[config.mk]
export PLATFORM = sky130hd
export DESIGN_NAME = kvdc_ctrl
export DESIGN_NICKNAME = d
export VERILOG_FILES = /design/src/hdl/kvdc_pkg.sv /design/src/hdl/kvdc_ctrl.sv
export SDC_FILE = /design/constraint.sdc
export NUM_CORES = 1
export LEC_CHECK = 0
export BUFFER_PORTS_ARGS = -buffer_cell sky130_fd_sc_hd__buf_2
export CAP_MARGIN = 40
export CELL_PAD_IN_SITES_DETAIL_PLACEMENT = 0
export CELL_PAD_IN_SITES_GLOBAL_PLACEMENT = 1
export CORE_ASPECT_RATIO = 0.8
export CORE_MARGIN = 2
export CORE_UTILIZATION = 40
export DETAILED_ROUTE_END_ITERATION = 6
export GPL_TIMING_DRIVEN = 0
export PLACE_DENSITY = 0.78
export RECOVER_POWER = 25
export SLEW_MARGIN = 20
export SYNTH_ARGS = -nofsm -noshare
export SYNTH_HDL_FRONTEND = slang
export SYNTH_SLANG_ARGS = --single-unit
[constraint.sdc]
create_clock -name clk -period 2.2 [get_ports clk]
set_clock_uncertainty 0.1 [all_clocks]
set_input_delay 0.22 -clock clk [delete_from_list [all_inputs] [get_ports clk]]
set_output_delay 0.22 -clock clk [all_outputs]
set_load 0.02 [all_outputs]
[src/hdl/kvdc_pkg.sv]
package kvdc_pkg;

    // Defaults for the top-level parameters
    localparam int ALPHABET_DEF  = 256;
    localparam int MAX_FRAME_DEF = 4096;
    localparam int MULT_BITS_DEF = 8;

    // Fixed field widths
    localparam int SYM_W      = 8;
    localparam int LEN_W      = 13;
    localparam int GENUS_W    = 7;
    localparam int MODE_W     = 2;
    localparam int COST_OUT_W = 35;
    localparam int COST_W     = 36;
    localparam int SCORE_W    = 20;
    localparam int ROW_W      = 24;
    localparam int CFG_IDX_W  = 2;
    localparam int CFG_DATA_W = 13;

    // Sequential arithmetic unit
    localparam int DIV_STEPS = SCORE_W;
    localparam int MUL_B_W   = 22;
    localparam int MUL_STEPS = MUL_B_W;
    localparam int PROD_W    = COST_W + MUL_B_W;
    localparam int STEP_W    = $clog2(MUL_STEPS + 1);

    typedef enum logic [MODE_W-1:0] {
        MODE_KV  = 2'd0,
        MODE_HKV = 2'd1,
        MODE_GS  = 2'd2,
        MODE_HGS = 2'd3
    } mode_t;

    localparam logic [CFG_IDX_W-1:0] CFG_MODE        = 2'd0;
    localparam logic [CFG_IDX_W-1:0] CFG_CODE_LENGTH = 2'd1;
    localparam logic [CFG_IDX_W-1:0] CFG_INFO_LENGTH = 2'd2;
    localparam logic [CFG_IDX_W-1:0] CFG_GENUS       = 2'd3;

    localparam logic KIND_LOAD = 1'b0;
    localparam logic KIND_PAIR = 1'b1;

    typedef struct packed {
        logic             kind;
        logic [SYM_W-1:0] x_symbol;
        logic [SYM_W-1:0] y_symbol;
        logic [SYM_W-1:0] mult_value;
    } in_item_t;

    typedef struct packed {
        logic                  success;
        logic [COST_OUT_W-1:0] total_cost;
        logic [SCORE_W-1:0]    total_score;
        logic [LEN_W-1:0]      mismatch_count;
    } out_item_t;

    typedef enum logic [3:0] {
        OP_NONE       = 4'd0,
        OP_CLEAR      = 4'd1,
        OP_CAPTURE    = 4'd2,
        OP_READ       = 4'd3,
        OP_EXEC       = 4'd4,
        OP_DIV_START  = 4'd5,
        OP_DIV_STEP   = 4'd6,
        OP_MULA_START = 4'd7,
        OP_MULB_START = 4'd8,
        OP_MUL_STEP   = 4'd9,
        OP_RESULT     = 4'd10
    } dp_op_t;

    typedef struct packed {
        dp_op_t op;
    } dp_cmd_t;

    typedef struct packed {
        logic  clear_last;
        logic  frame_end;
        logic  div_last;
        logic  mul_last;
        logic  out_free;
        mode_t mode;
    } dp_status_t;

endpackage

[src/hdl/kvdc_ctrl.sv]
module kvdc_ctrl (
    input  logic                clk,
    input  logic                rst_n,
    input  logic                in_valid,
    output logic                in_stall,
    input  kvdc_pkg::dp_status_t status,
    output kvdc_pkg::dp_cmd_t    cmd
);
    import kvdc_pkg::*;

    typedef enum logic [10:0] {
        ST_CLEAR = 11'b000_0000_0001,
        ST_IDLE  = 11'b000_0000_0010,
        ST_RD    = 11'b000_0000_0100,
        ST_EXEC  = 11'b000_0000_1000,
        ST_PREP  = 11'b000_0001_0000,
        ST_DIV   = 11'b000_0010_0000,
        ST_MSETA = 11'b000_0100_0000,
        ST_MULA  = 11'b000_1000_0000,
        ST_MSETB = 11'b001_0000_0000,
        ST_MULB  = 11'b010_0000_0000,
        ST_CMP   = 11'b100_0000_0000
    } ctrl_state_t;

    ctrl_state_t state_reg;
    ctrl_state_t state_next;

    always_comb
    begin
        state_next = state_reg;
        cmd.op     = OP_NONE;
        in_stall   = 1'b1;
        case (state_reg)
            ST_CLEAR:
            begin
                cmd.op = OP_CLEAR;
                if (status.clear_last)
                begin
                    state_next = ST_IDLE;
                end
            end
            ST_IDLE:
            begin
                in_stall = 1'b0;
                if (in_valid)
                begin
                    cmd.op     = OP_CAPTURE;
                    state_next = ST_RD;
                end
            end
            ST_RD:
            begin
                cmd.op     = OP_READ;
                state_next = ST_EXEC;
            end
            ST_EXEC:
            begin
                cmd.op     = OP_EXEC;
                state_next = status.frame_end ? ST_PREP : ST_IDLE;
            end
            ST_PREP:
            begin
                if (status.mode == MODE_KV)
                begin
                    cmd.op     = OP_DIV_START;
                    state_next = ST_DIV;
                end
                else
                begin
                    cmd.op     = OP_MULA_START;
                    state_next = ST_MULA;
                end
            end
            ST_DIV:
            begin
                cmd.op = OP_DIV_STEP;
                if (status.div_last)
                begin
                    state_next = ST_MSETA;
                end
            end
            ST_MSETA:
            begin
                cmd.op     = OP_MULA_START;
                state_next = ST_MULA;
            end
            ST_MULA:
            begin
                cmd.op = OP_MUL_STEP;
                if (status.mul_last)
                begin
                    state_next = ST_MSETB;
                end
            end
            ST_MSETB:
            begin
                cmd.op     = OP_MULB_START;
                state_next = ST_MULB;
            end
            ST_MULB:
            begin
                cmd.op = OP_MUL_STEP;
                if (status.mul_last)
                begin
                    state_next = ST_CMP;
                end
            end
            ST_CMP:
            begin
                if (status.out_free)
                begin
                    cmd.op     = OP_RESULT;
                    state_next = ST_IDLE;
                end
            end
            default:
            begin
                state_next = ST_IDLE;
            end
        endcase
    end

    always_ff @(posedge clk or negedge rst_n)
    begin
        if (!rst_n)
        begin
            state_reg <= ST_CLEAR;
        end
        else
        begin
            state_reg <= state_next;
        end
    end

endmodule

==> impl_metrics.xml, run 1 <==
<?xml version="1.0" encoding="UTF-8"?>
<metrics>
  <group name="placement">
    <metric name="globalplace.congestion" unit="">0.754</metric>
    <metric name="buffer_ports.inserted" unit="">14</metric>
    <metric name="dp_hpwl" unit="um">1430</metric>
  </group>
  <group name="detailed_routing">
    <metric name="post_drt_wl_per_cell" unit="um">15.5</metric>
    <metric name="ant_nets" unit="">0</metric>
    <metric name="drt_pass1_iterations" unit="">4</metric>
    <metric name="drt-vias-per-instance" unit="">5.77</metric>
    <metric name="drc_errors" unit="">0</metric>
    <metric name="drt_iter0_markers" unit="">22</metric>
    <metric name="vias" unit="">894</metric>
    <metric name="drt_wl_total" unit="um">2400</metric>
  </group>
  <group name="final_layout">
    <metric name="layout-area-overhead-vs-synth" unit="%">49.5</metric>
    <metric name="largest_register_ff_count" unit="">11</metric>
    <metric name="layout_common_cells" unit="">23 x buf_4, 11 x buf_2, 10 x dfrtp_1</metric>
    <metric name="drive_gt1_share" unit="%">48.1</metric>
    <metric name="finalNetCount" unit="">142</metric>
    <metric name="layout.filler_cells" unit="">154</metric>
    <metric name="mostFrequentLayoutCell" unit="">buf_4</metric>
    <metric name="antenna-diode-count" unit="">0</metric>
  </group>
  <group name="worst_setup_path">
    <metric name="cp.required" unit="ns">1.88</metric>
    <metric name="worst_path_most_repeated_cell" unit="">buf_6</metric>
    <metric name="cpPeakStageDelay" unit="ns">0.50</metric>
    <metric name="worst_path_max_delay_cell" unit="">or4_4</metric>
    <metric name="critPathKind" unit="">flop to primary output</metric>
    <metric name="worst-path-max-fanout" unit="">4</metric>
    <metric name="worst-endpoint-arrival" unit="ns">1.97</metric>
    <metric name="critical_path.endpoint_type" unit="">primary output</metric>
    <metric name="critPathLaunchType" unit="">flop</metric>
    <metric name="largest_delay_contributor_family_on_the_critical_path" unit="">simple AND/OR/NAND/NOR gates</metric>
    <metric name="critical_path.n_buffers_inverters" unit="">2</metric>
    <metric name="timing.critical_path.cells" unit="">buf_6, nor4_4, nand2_2, or4_4, nand3_2, buf_6</metric>
  </group>
  <group name="sta">
    <metric name="max_freq" unit="MHz">436</metric>
    <metric name="slew_headroom" unit="%">57.0</metric>
    <metric name="finalHoldViolCount" unit="">0</metric>
    <metric name="timing.final.crit_period" unit="ns">2.29</metric>
    <metric name="slew_violations" unit="">0</metric>
    <metric name="post_route_clock_period_utilization" unit="%">104</metric>
    <metric name="worstMarginPinSlew" unit="ns">0.646</metric>
    <metric name="finalSetupViolCount" unit="">4</metric>
    <metric name="setup-tns-final" unit="ns">-0.152</metric>
    <metric name="worst_slack_setup_final" unit="ns">-0.0912</metric>
    <metric name="unrepaired_setup_endpoints_after_global_routing" unit="">yes</metric>
  </group>
  <group name="yosys">
    <metric name="main_combinational_cell_family_by_area_after_synthesis" unit="">simple AND/OR/NAND/NOR gates</metric>
    <metric name="syn_avg_cell_area" unit="um2">8.94</metric>
    <metric name="yosys-mux-area-fraction" unit="%">1.85</metric>
    <metric name="synth_warnings" unit="">0</metric>
    <metric name="synth.ff_latch_count" unit="">11</metric>
    <metric name="netlist.top_cell.by_area" unit="">dfrtp_1</metric>
    <metric name="synth-simple-area-share" unit="%">38.6</metric>
    <metric name="synth_compound_gate_area_share" unit="%">12.8</metric>
    <metric name="synth_unique_cells" unit="">35</metric>
    <metric name="synth_largest_type_area_fraction" unit="%">30.8</metric>
    <metric name="ys_top_cells_by_area" unit="">dfrtp_1 31%, nor4_4 5.2%, nand2_1 4.2%</metric>
    <metric name="postSynthCellCount" unit="">91</metric>
    <metric name="total_nets_after_synthesis" unit="">101</metric>
    <metric name="synth_area" unit="um2">813</metric>
    <metric name="adder_and_majority_cell_fraction_of_the_synthesized_area" unit="%">0</metric>
    <metric name="synth_sequential_area_ratio" unit="%">34.0</metric>
    <metric name="xor_and_xnor_fraction_of_the_mapped_netlist_area" unit="%">5.38</metric>
  </group>
  <group name="power">
    <metric name="power.clock.fraction" unit="%">12.8</metric>
    <metric name="post-layout-total-power" unit="mW">1.13</metric>
    <metric name="p_sw" unit="uW">445</metric>
    <metric name="power.switching_fraction" unit="%">39.4</metric>
    <metric name="irDropWorstVdd" unit="V">0.000509</metric>
    <metric name="power_frac_comb" unit="%">63.3</metric>
    <metric name="internal_power" unit="uW">685</metric>
    <metric name="power.static_leakage" unit="nW">0.576</metric>
    <metric name="pwr_density_cell" unit="nW/um2">930</metric>
    <metric name="seq_power_share" unit="%">23.9</metric>
  </group>
  <group name="status">
    <metric name="status" unit="">complete, but fails checks</metric>
    <metric name="failed_checks" unit="">negative setup slack</metric>
  </group>
  <group name="floorplanning">
    <metric name="start_util" unit="%">43.0</metric>
    <metric name="die-height" unit="um">44.3</metric>
    <metric name="std_cell_rows" unit="">14</metric>
    <metric name="boundaryPins" unit="">15</metric>
    <metric name="floorplan.core_area" unit="um2">1890</metric>
    <metric name="dieWidth" unit="um">54.4</metric>
    <metric name="floorplan.die_area" unit="um2">2410</metric>
  </group>
  <group name="clocking">
    <metric name="cts.root.buffer_cell" unit="">clkbuf_4</metric>
    <metric name="cts.clk_slew.worst_paths" unit="ns">0.08</metric>
    <metric name="worst_skew_pair_latency" unit="ns">0.28</metric>
    <metric name="cts-root-to-sink-buffers" unit="">2</metric>
    <metric name="cts_tree" unit="">done</metric>
    <metric name="cts_made_buffers" unit="">3</metric>
    <metric name="cts_sinks" unit="">11</metric>
    <metric name="htree_num_levels" unit="">1</metric>
  </group>
  <group name="global_route">
    <metric name="grt_most_used_layer" unit="">met2</metric>
    <metric name="met2_usage" unit="%">31.6</metric>
    <metric name="gr-usage-met1" unit="%">31.1</metric>
    <metric name="grt.met3_usage" unit="%">5.07</metric>
    <metric name="wire_length_of_the_first_global_routing_pass" unit="um">3680</metric>
    <metric name="initial_antenna_violation_count" unit="">0</metric>
    <metric name="vias_in_the_first_global_route" unit="">763</metric>
    <metric name="grt_use_total" unit="%">21.6</metric>
    <metric name="globalRoute.totalOverflow" unit="">0</metric>
    <metric name="grt_start_max_net_pins" unit="">12</metric>
  </group>
  <group name="hold_path">
    <metric name="worst_hold_path_type" unit="">input pin to flop</metric>
  </group>
  <group name="job">
    <metric name="drv.max_cap_violation_count" unit="">0</metric>
  </group>
</metrics>
-- metal layers --
metal	vias to the layer above	part of all wire [%]	wire [um]
met3	8	7.1	169
met5	-	0	0
li1	417	-	-
met4	0	2.5	61
met2	40	45	1090
met1	429	45	1080
-- kinds of logic after synthesis --
family          count (synthesis)
simple gates                   50
compound gates                 13
flops                          11
buf+inv                        11
xor+xnor                        5
mux                             1
-- per-stage QoR --
| stage | std cells | cell area, um2 | hold WS, ns | utilization [%] | worst slack [ns] |
|---|---|---|---|---|---|
| floorplan | 91 | 813 | -0.176 | - | 0.146 |
| detailed placement | 129 | 913 | 0.00855 | 48.3 | -0.237 |
| CTS | 145 | 1110 | 0.0833 | 58.5 | -0.0411 |
| finish | 155 | 1220 | 0.124 | 64.3 | -0.0912 |
| global route | 155 | 1220 | 0.128 | 64.3 | -0.159 |
| global placement | 129 | 913 | 0.00505 | 48.3 | -0.295 |
-- area by class of cell --
cell class,instances,area [um2],share of cell area (%)
Multi-Input combinational cell,69,548,45.1
Sequential cell,11,277,22.7
Timing Repair Buffer,38,268,22.0
Buffer,5,52.6,4.32
Tap cell,24,30.0,2.47
Clock buffer,4,26.3,2.16
Inverter,4,15.0,1.23
-- timing repair --
item | in CTS | in global routing
endpoints found under the setup margin | 4 | 5
hold buffers | 1 | 0
setup buffers | 13 | 10
pin swaps | 6 | 4
hold endpoints to repair | 11 | 0
gates resized for setup | 19 | 6
-- worst register-to-register path: stages, from the launching register on --
cell and delay (ns):
dfrtp_1 0.37, buf_6 0.13, nor4_4 0.32, buf_4 0.22
buf_6 0.11, nand4_1 0.19, o2111ai_4 0.32, mux2_4 0.32
-- cell usage after synthesis, drive strengths merged --
master,n
dfrtp,10
nand2,9
buf,6
nor2,6
nor3,6
nor4,6
inv,4
nor3b,4
and3,3
nand3,3
o2111ai,3
o21ai,3
or4,3
xnor2,3
a21oi,2
nand4,2
nand4b,2
nor4b,2
xor2,2
a21boi,1
a21o,1
a2bb2oi,1
and2,1
clkbuf,1
dfstp,1
mux2,1
nand2b,1
nand3b,1
nor2b,1
o32ai,1
o41ai,1
-- power by group through the flow --
| stage | Sequential (mW) | Combinational (mW) | Clock (mW) |
|---|---|---|---|
| after global routing | 0.274 | 0.769 | 0.158 |
| final | 0.271 | 0.715 | 0.145 |
| after floorplan | 0.246 | 0.368 | 0 |
| after detailed placement | 0.250 | 0.469 | 0 |
| after global placement | 0.250 | 0.474 | 0 |
| after CTS | 0.265 | 0.588 | 0.149 |
-- worst paths after layout --
kind                                          start                         to  slack, ns  cells past startpoint
setup / recovery           state_reg[6]$_DFFE_PN0P_                     cmd[0]      -0.09                      6
hold / removal                            status[5]   state_reg[4]$_DFFE_PN0P_       0.12                      2
setup reg to reg           state_reg[1]$_DFFE_PN0P_   state_reg[1]$_DFFE_PN0P_          0                      7
hold reg to reg            state_reg[8]$_DFFE_PN0P_  state_reg[10]$_DFFE_PN0P_       0.51                      1
max in group asynchronous                     rst_n   state_reg[1]$_DFFE_PN0P_       1.21                      2
min in group asynchronous                     rst_n   state_reg[8]$_DFFE_PN0P_       0.37                      2
No activity file was read; power rests on OpenSTA's default activity.
==> run 2, diff against run 1 <==
--- a/config.mk
+++ b/config.mk
@@ -14,7 +14,7 @@
 export CORE_UTILIZATION = 40
 export DETAILED_ROUTE_END_ITERATION = 6
 export GPL_TIMING_DRIVEN = 0
-export PLACE_DENSITY = 0.78
+export PLACE_DENSITY_LB_ADDON = 0.1
 export RECOVER_POWER = 25
 export SLEW_MARGIN = 20
 export SYNTH_ARGS = -nofsm -noshare
==> run 2 against run 1 <==
The flow still finishes with violations (negative setup slack). Total power decreased by 9.2%. Core utilization decreased by 4.2 points. Combinational power decreased by 13%. Non-clock buffer count decreased by 7. Sequential share of layout area increased by 1.6 points. Wire length decreased by 2.5%. Via count decreased by 6.7%. Sequential power decreased by 1%. First-iteration DRC count decreased by 9.1%. Critical path type unchanged. Largest power group unchanged. Highest routed layer unchanged.
==> impl_metrics.xml, run 2 (synthesized netlist as in run 1, its figures left out) <==
<?xml version="1.0" encoding="UTF-8"?>
<metrics>
  <group name="worst_setup_path">
    <metric name="worst-endpoint-arrival" unit="ns">1.93</metric>
    <metric name="cp.required" unit="ns">1.88</metric>
    <metric name="timing.critical_path.cells" unit="">buf_6, nor4_4, nand2_2, or4_4, nand3_2, buf_6</metric>
    <metric name="worstReg2RegEnd" unit="">state_reg[1]$_DFFE_PN0P_</metric>
    <metric name="crit_start" unit="">state_reg[5]$_DFFE_PN0P_</metric>
    <metric name="worst-path-max-fanout" unit="">6</metric>
    <metric name="critPathKind" unit="">flop to primary output</metric>
    <metric name="largest_delay_contributor_family_on_the_critical_path" unit="">simple AND/OR/NAND/NOR gates</metric>
    <metric name="critPathLaunchType" unit="">flop</metric>
    <metric name="worst_path_max_delay_cell" unit="">or4_4</metric>
    <metric name="r2r_cells" unit="">7</metric>
    <metric name="critical_path.reg2reg.startpoint" unit="">state_reg[1]$_DFFE_PN0P_</metric>
    <metric name="critical_path.n_buffers_inverters" unit="">2</metric>
    <metric name="cpPeakStageDelay" unit="ns">0.50</metric>
    <metric name="critical_path.endpoint_type" unit="">primary output</metric>
    <metric name="setup.reg_to_reg.worst_slack" unit="ns">0.04</metric>
    <metric name="worst_path_most_repeated_cell" unit="">buf_6</metric>
  </group>
  <group name="job">
    <metric name="drv.max_cap_violation_count" unit="">0</metric>
  </group>
  <group name="sta">
    <metric name="worst_slack_setup_final" unit="ns">-0.0468</metric>
    <metric name="finalSetupViolCount" unit="">2</metric>
    <metric name="finalHoldViolCount" unit="">0</metric>
    <metric name="slew_headroom" unit="%">58.9</metric>
    <metric name="unrepaired_setup_endpoints_after_global_routing" unit="">yes</metric>
    <metric name="setup-tns-final" unit="ns">-0.0853</metric>
    <metric name="slew_violations" unit="">0</metric>
    <metric name="max_freq" unit="MHz">445</metric>
    <metric name="post_route_clock_period_utilization" unit="%">102</metric>
    <metric name="timing.final.crit_period" unit="ns">2.25</metric>
    <metric name="worstMarginPinSlew" unit="ns">0.617</metric>
  </group>
  <group name="placement">
    <metric name="buffer_ports.inserted" unit="">14</metric>
    <metric name="dp_hpwl" unit="um">1490</metric>
    <metric name="globalplace.congestion" unit="">0.741</metric>
    <metric name="place_ws" unit="ns">-0.242</metric>
    <metric name="numPlacedInstances" unit="">129</metric>
  </group>
  <group name="floorplanning">
    <metric name="std_cell_rows" unit="">14</metric>
    <metric name="floorplan.core_area" unit="um2">1890</metric>
    <metric name="die-height" unit="um">44.3</metric>
    <metric name="dieWidth" unit="um">54.4</metric>
    <metric name="boundaryPins" unit="">15</metric>
    <metric name="start_util" unit="%">43.0</metric>
    <metric name="floorplan.die_area" unit="um2">2410</metric>
  </group>
  <group name="final_layout">
    <metric name="layout-area-overhead-vs-synth" unit="%">39.8</metric>
    <metric name="layout_common_cells" unit="">18 x buf_4, 10 x buf_2, 10 x dfrtp_1</metric>
    <metric name="largest_register_ff_count" unit="">11</metric>
    <metric name="finalNetCount" unit="">135</metric>
    <metric name="antenna-diode-count" unit="">0</metric>
    <metric name="finalNonFillerCells" unit="">148</metric>
    <metric name="post-route-util" unit="%">60.1</metric>
    <metric name="drive_gt1_share" unit="%">41.1</metric>
    <metric name="mostFrequentLayoutCell" unit="">buf_4</metric>
  </group>
  <group name="clocking">
    <metric name="htree_num_levels" unit="">1</metric>
    <metric name="worst_skew_pair_latency" unit="ns">0.27</metric>
    <metric name="cts.root.buffer_cell" unit="">clkbuf_4</metric>
    <metric name="cts_tree" unit="">done</metric>
    <metric name="cts_made_buffers" unit="">3</metric>
    <metric name="cts.clk_slew.worst_paths" unit="ns">0.07</metric>
    <metric name="cts_sinks" unit="">11</metric>
    <metric name="cts-root-to-sink-buffers" unit="">2</metric>
  </group>
  <group name="status">
    <metric name="failed_checks" unit="">negative setup slack</metric>
    <metric name="status" unit="">complete, but fails checks</metric>
  </group>
  <group name="power">
    <metric name="irDropWorstVdd" unit="V">0.000494</metric>
    <metric name="pwr_density_cell" unit="nW/um2">902</metric>
    <metric name="power.static_leakage" unit="nW">0.533</metric>
  </group>
  <group name="detailed_routing">
    <metric name="drc_errors" unit="">0</metric>
    <metric name="drt_wl_total" unit="um">2340</metric>
    <metric name="ant_nets" unit="">0</metric>
    <metric name="vias" unit="">834</metric>
    <metric name="drt-vias-per-instance" unit="">5.64</metric>
    <metric name="drt_iter0_markers" unit="">20</metric>
    <metric name="drt_pass1_iterations" unit="">4</metric>
    <metric name="post_drt_wl_per_cell" unit="um">15.8</metric>
  </group>
  <group name="global_route">
    <metric name="vias_in_the_first_global_route" unit="">814</metric>
    <metric name="initial_antenna_violation_count" unit="">0</metric>
    <metric name="grt_use_total" unit="%">21.7</metric>
    <metric name="grt_start_max_net_pins" unit="">12</metric>
    <metric name="wire_length_of_the_first_global_routing_pass" unit="um">3730</metric>
    <metric name="globalRoute.totalOverflow" unit="">0</metric>
  </group>
  <group name="hold_path">
    <metric name="worst_hold_path_type" unit="">input pin to flop</metric>
    <metric name="timing.hold.worst.start" unit="">status[3]</metric>
    <metric name="worst_hold_path.num_cells" unit="">3</metric>
    <metric name="hold-path-endpoint" unit="">state_reg[8]$_DFFE_PN0P_</metric>
  </group>
</metrics>
## run 2: through the flow
| step | power (mW) | hold WS, ns | instance area, um2 |
|---|---|---|---|
| 5_1_grt | 1.09 | 0.115 | 1140 |
| 4_1_cts | 0.984 | 0.0950 | 1080 |
| 6_report | 1.03 | 0.0975 | 1140 |
| 2_1_floorplan | 0.615 | -0.176 | 813 |
| 3_3_place_gp | 0.723 | 0.00331 | 913 |
| 3_5_place_dp | 0.728 | 0.00550 | 913 |
## run 2: area by class of cell
| cell class | instances | area, um2 |
|---|---|---|
| Buffer | 5 | 48.8 |
| Sequential cell | 11 | 277 |
| Clock buffer | 4 | 26.3 |
| Multi-Input combinational cell | 69 | 523 |
| Tap cell | 24 | 30.0 |
| Fill cell | 168 | 754 |
| Inverter | 4 | 15.0 |
| Timing Repair Buffer | 31 | 218 |
## run 2: worst max path at each step
| stage | to | slack (ns) | depth (start not counted) |
|---|---|---|---|
| after floorplan | cmd[0] | 0.15 | 5 |
| after global placement | cmd[0] | -0.21 | 5 |
| after detailed placement | cmd[0] | -0.24 | 5 |
| after CTS | cmd[1] | -0.03 | 6 |
| after global routing | cmd[0] | -0.11 | 6 |
| final | cmd[0] | -0.05 | 6 |
## run 2: where the power goes
group	switching, mW	internal, mW	leakage (nW)
sequential	0.0398	0.228	0.146
clock	0.0702	0.0703	0.0150
combinational	0.303	0.316	0.371
## run 2: timing repair
item	in CTS	in global routing
pin swaps	6	2
setup buffers	11	5
hold buffers	1	0
hold endpoints to repair	11	0
endpoints found under the setup margin	5	5
resized for setup	16	4
cloned	0	0
## run 2: metal layers
layer  up-vias  global-route usage [%]  wire length (um)
met1       391                    30.4              1120
met4         0                    8.50                32
met5         -                       0                 0
met2        32                    33.7              1060
met3         5                    3.04               125
li1        406                       -                 -
## run 2: worst register-to-register path, stage by stage (launching register included)
cell       delay, ns
dfrtp_1         0.37
buf_6           0.14
nor4_4          0.30
buf_4           0.19
buf_4           0.12
nand4_1         0.14
o2111ai_2       0.36
mux2_4          0.33
==> run 3, diff against run 2 <==
--- a/config.mk
+++ b/config.mk
@@ -16,6 +16,7 @@
 export GPL_TIMING_DRIVEN = 0
 export PLACE_DENSITY_LB_ADDON = 0.1
 export RECOVER_POWER = 25
+export SKIP_CTS_REPAIR_TIMING = 1
 export SLEW_MARGIN = 20
 export SYNTH_ARGS = -nofsm -noshare
 export SYNTH_HDL_FRONTEND = slang
==> run 3 against run 2 <==
The flow still finishes with violations (negative setup slack). Wire length is 9.5% lower. Cell count is 3.4% lower. Critical path type unchanged. First-iteration DRC count is 15% lower. Setup slack worse by 0.077 ns. Core utilization is 3.0 points lower. Largest cell class unchanged. Hold slack worse by 0.0044 ns. Via count is 1.6% higher. Fmax is 3.3% lower. Total power is 2.3% lower. Global-route usage is 3.2 points lower. Final area is 5.1% lower.
==> impl_metrics.xml, run 3 (synthesized netlist as in run 1, its figures left out) <==
<?xml version="1.0" encoding="UTF-8"?>
<metrics>
  <group name="placement">
    <metric name="buffer_ports.inserted" unit="">14</metric>
    <metric name="place_area" unit="um2">913</metric>
    <metric name="globalplace.congestion" unit="">0.741</metric>
    <metric name="numPlacedInstances" unit="">129</metric>
    <metric name="dp_hpwl" unit="um">1490</metric>
    <metric name="place_ws" unit="ns">-0.242</metric>
  </group>
  <group name="sta">
    <metric name="worst_slack_setup_final" unit="ns">-0.124</metric>
    <metric name="timing.final.crit_period" unit="ns">2.32</metric>
    <metric name="unrepaired_setup_endpoints_after_global_routing" unit="">yes</metric>
    <metric name="finalSetupViolCount" unit="">3</metric>
    <metric name="finalHoldViolCount" unit="">0</metric>
    <metric name="worstMarginPinSlew" unit="ns">0.618</metric>
    <metric name="max_freq" unit="MHz">430</metric>
    <metric name="post_route_clock_period_utilization" unit="%">106</metric>
    <metric name="setup-tns-final" unit="ns">-0.241</metric>
    <metric name="hold-worst-slack" unit="ns">0.0931</metric>
    <metric name="slew_headroom" unit="%">58.8</metric>
    <metric name="slew_violations" unit="">0</metric>
  </group>
  <group name="global_route">
    <metric name="initial_antenna_violation_count" unit="">0</metric>
    <metric name="grt_start_max_net_pins" unit="">12</metric>
    <metric name="globalRoute.totalOverflow" unit="">0</metric>
    <metric name="wire_length_of_the_first_global_routing_pass" unit="um">3230</metric>
    <metric name="grt_use_total" unit="%">18.6</metric>
    <metric name="vias_in_the_first_global_route" unit="">713</metric>
  </group>
  <group name="floorplanning">
    <metric name="boundaryPins" unit="">15</metric>
    <metric name="floorplan.die_area" unit="um2">2410</metric>
    <metric name="start_util" unit="%">43.0</metric>
    <metric name="dieWidth" unit="um">54.4</metric>
    <metric name="std_cell_rows" unit="">14</metric>
    <metric name="die-height" unit="um">44.3</metric>
    <metric name="floorplan.core_area" unit="um2">1890</metric>
  </group>
  <group name="power">
    <metric name="pwr_density_cell" unit="nW/um2">928</metric>
    <metric name="irDropWorstVdd" unit="V">0.000438</metric>
    <metric name="power.static_leakage" unit="nW">0.504</metric>
    <metric name="post-layout-total-power" unit="mW">1.00</metric>
  </group>
  <group name="final_layout">
    <metric name="antenna-diode-count" unit="">0</metric>
    <metric name="largest_register_ff_count" unit="">11</metric>
    <metric name="finalNonFillerCells" unit="">143</metric>
    <metric name="layout-area-overhead-vs-synth" unit="%">32.8</metric>
    <metric name="design_area" unit="um2">1080</metric>
    <metric name="layout_common_cells" unit="">12 x buf_4, 12 x buf_2, 10 x dfrtp_1</metric>
    <metric name="drive_gt1_share" unit="%">38.7</metric>
    <metric name="finalNetCount" unit="">130</metric>
    <metric name="post-route-util" unit="%">57.1</metric>
  </group>
  <group name="clocking">
    <metric name="cts.clk_slew.worst_paths" unit="ns">0.07</metric>
    <metric name="cts_tree" unit="">done</metric>
    <metric name="cts_sinks" unit="">11</metric>
    <metric name="cts_made_buffers" unit="">3</metric>
    <metric name="cts-root-to-sink-buffers" unit="">2</metric>
    <metric name="cts.root.buffer_cell" unit="">clkbuf_4</metric>
    <metric name="worst_skew_pair_latency" unit="ns">0.28</metric>
    <metric name="htree_num_levels" unit="">1</metric>
  </group>
  <group name="detailed_routing">
    <metric name="ant_nets" unit="">0</metric>
    <metric name="drt_wl_total" unit="um">2120</metric>
    <metric name="vias" unit="">847</metric>
    <metric name="drt_iter0_markers" unit="">17</metric>
    <metric name="drt-vias-per-instance" unit="">5.92</metric>
    <metric name="post_drt_wl_per_cell" unit="um">14.8</metric>
    <metric name="drc_errors" unit="">0</metric>
    <metric name="drt_pass1_iterations" unit="">4</metric>
  </group>
  <group name="worst_setup_path">
    <metric name="critPathKind" unit="">flop to primary output</metric>
    <metric name="cpPeakStageDelay" unit="ns">0.63</metric>
    <metric name="timing.critical_path.cells" unit="">nor4_4, buf_4, nand4_1, nand2_1, or4_4, buf_6</metric>
    <metric name="critical_path.n_buffers_inverters" unit="">2</metric>
    <metric name="largest_delay_contributor_family_on_the_critical_path" unit="">simple AND/OR/NAND/NOR gates</metric>
    <metric name="critical_path.endpoint_type" unit="">primary output</metric>
    <metric name="critPathLaunchType" unit="">flop</metric>
    <metric name="worst_path_max_delay_cell" unit="">dfstp_2</metric>
    <metric name="worst-path-max-fanout" unit="">7</metric>
    <metric name="worst-endpoint-arrival" unit="ns">2.00</metric>
    <metric name="cp.required" unit="ns">1.88</metric>
  </group>
  <group name="status">
    <metric name="status" unit="">complete, but fails checks</metric>
    <metric name="failed_checks" unit="">negative setup slack</metric>
  </group>
  <group name="job">
    <metric name="drv.max_cap_violation_count" unit="">0</metric>
  </group>
  <group name="hold_path">
    <metric name="worst_hold_path_type" unit="">input pin to flop</metric>
  </group>
</metrics>
-- run 3: worst reg2reg max path, stage by stage (launching register included) --
cell	delay (ns)
dfrtp_1	0.37
buf_6	0.14
nor4_4	0.33
buf_4	0.20
buf_4	0.12
nand4_1	0.14
o2111ai_2	0.36
mux2_4	0.33
-- run 3: cell type report --
type                       instances  area (um2)
clock buffer                       4        26.3
tap                               24        30.0
multi-input combinational         69         512
inverter                           4        15.0
buffer                             5        46.3
fill                             168         812
timing repair buffer              26         174
sequential                        11         277
-- run 3: path summary, 6_finish.rpt --
kind | slack, ns | start | cells past startpoint | end
setup / recovery | -0.12 | state_reg[0]$_DFFE_PN1P_ | 6 | cmd[1]
hold / removal | 0.09 | status[3] | 3 | state_reg[8]$_DFFE_PN0P_
setup reg to reg | -0.01 | state_reg[1]$_DFFE_PN0P_ | 7 | state_reg[1]$_DFFE_PN0P_
hold reg to reg | 0.51 | state_reg[8]$_DFFE_PN0P_ | 1 | state_reg[10]$_DFFE_PN0P_
max in group asynchronous | 1.24 | rst_n | 2 | state_reg[3]$_DFFE_PN0P_
min in group asynchronous | 0.36 | rst_n | 2 | state_reg[9]$_DFFE_PN0P_
-- run 3: where the power goes --
group / switching [mW] / total (mW) / internal, mW
Sequential: 0.0402 / 0.268 / 0.227
Clock: 0.0742 / 0.145 / 0.0704
Combinational: 0.289 / 0.590 / 0.301
-- run 3: per-layer routing --
metal  share of wire, %  up-vias  wire length [um]  GRT usage (%)
met1                 47      405               997           27.8
met2                 44       40               938           26.7
met3                6.2        7               132           2.36
met5                  0        -                 0              0
met4                2.2        0                46           7.50
li1                   -      395                 -              -
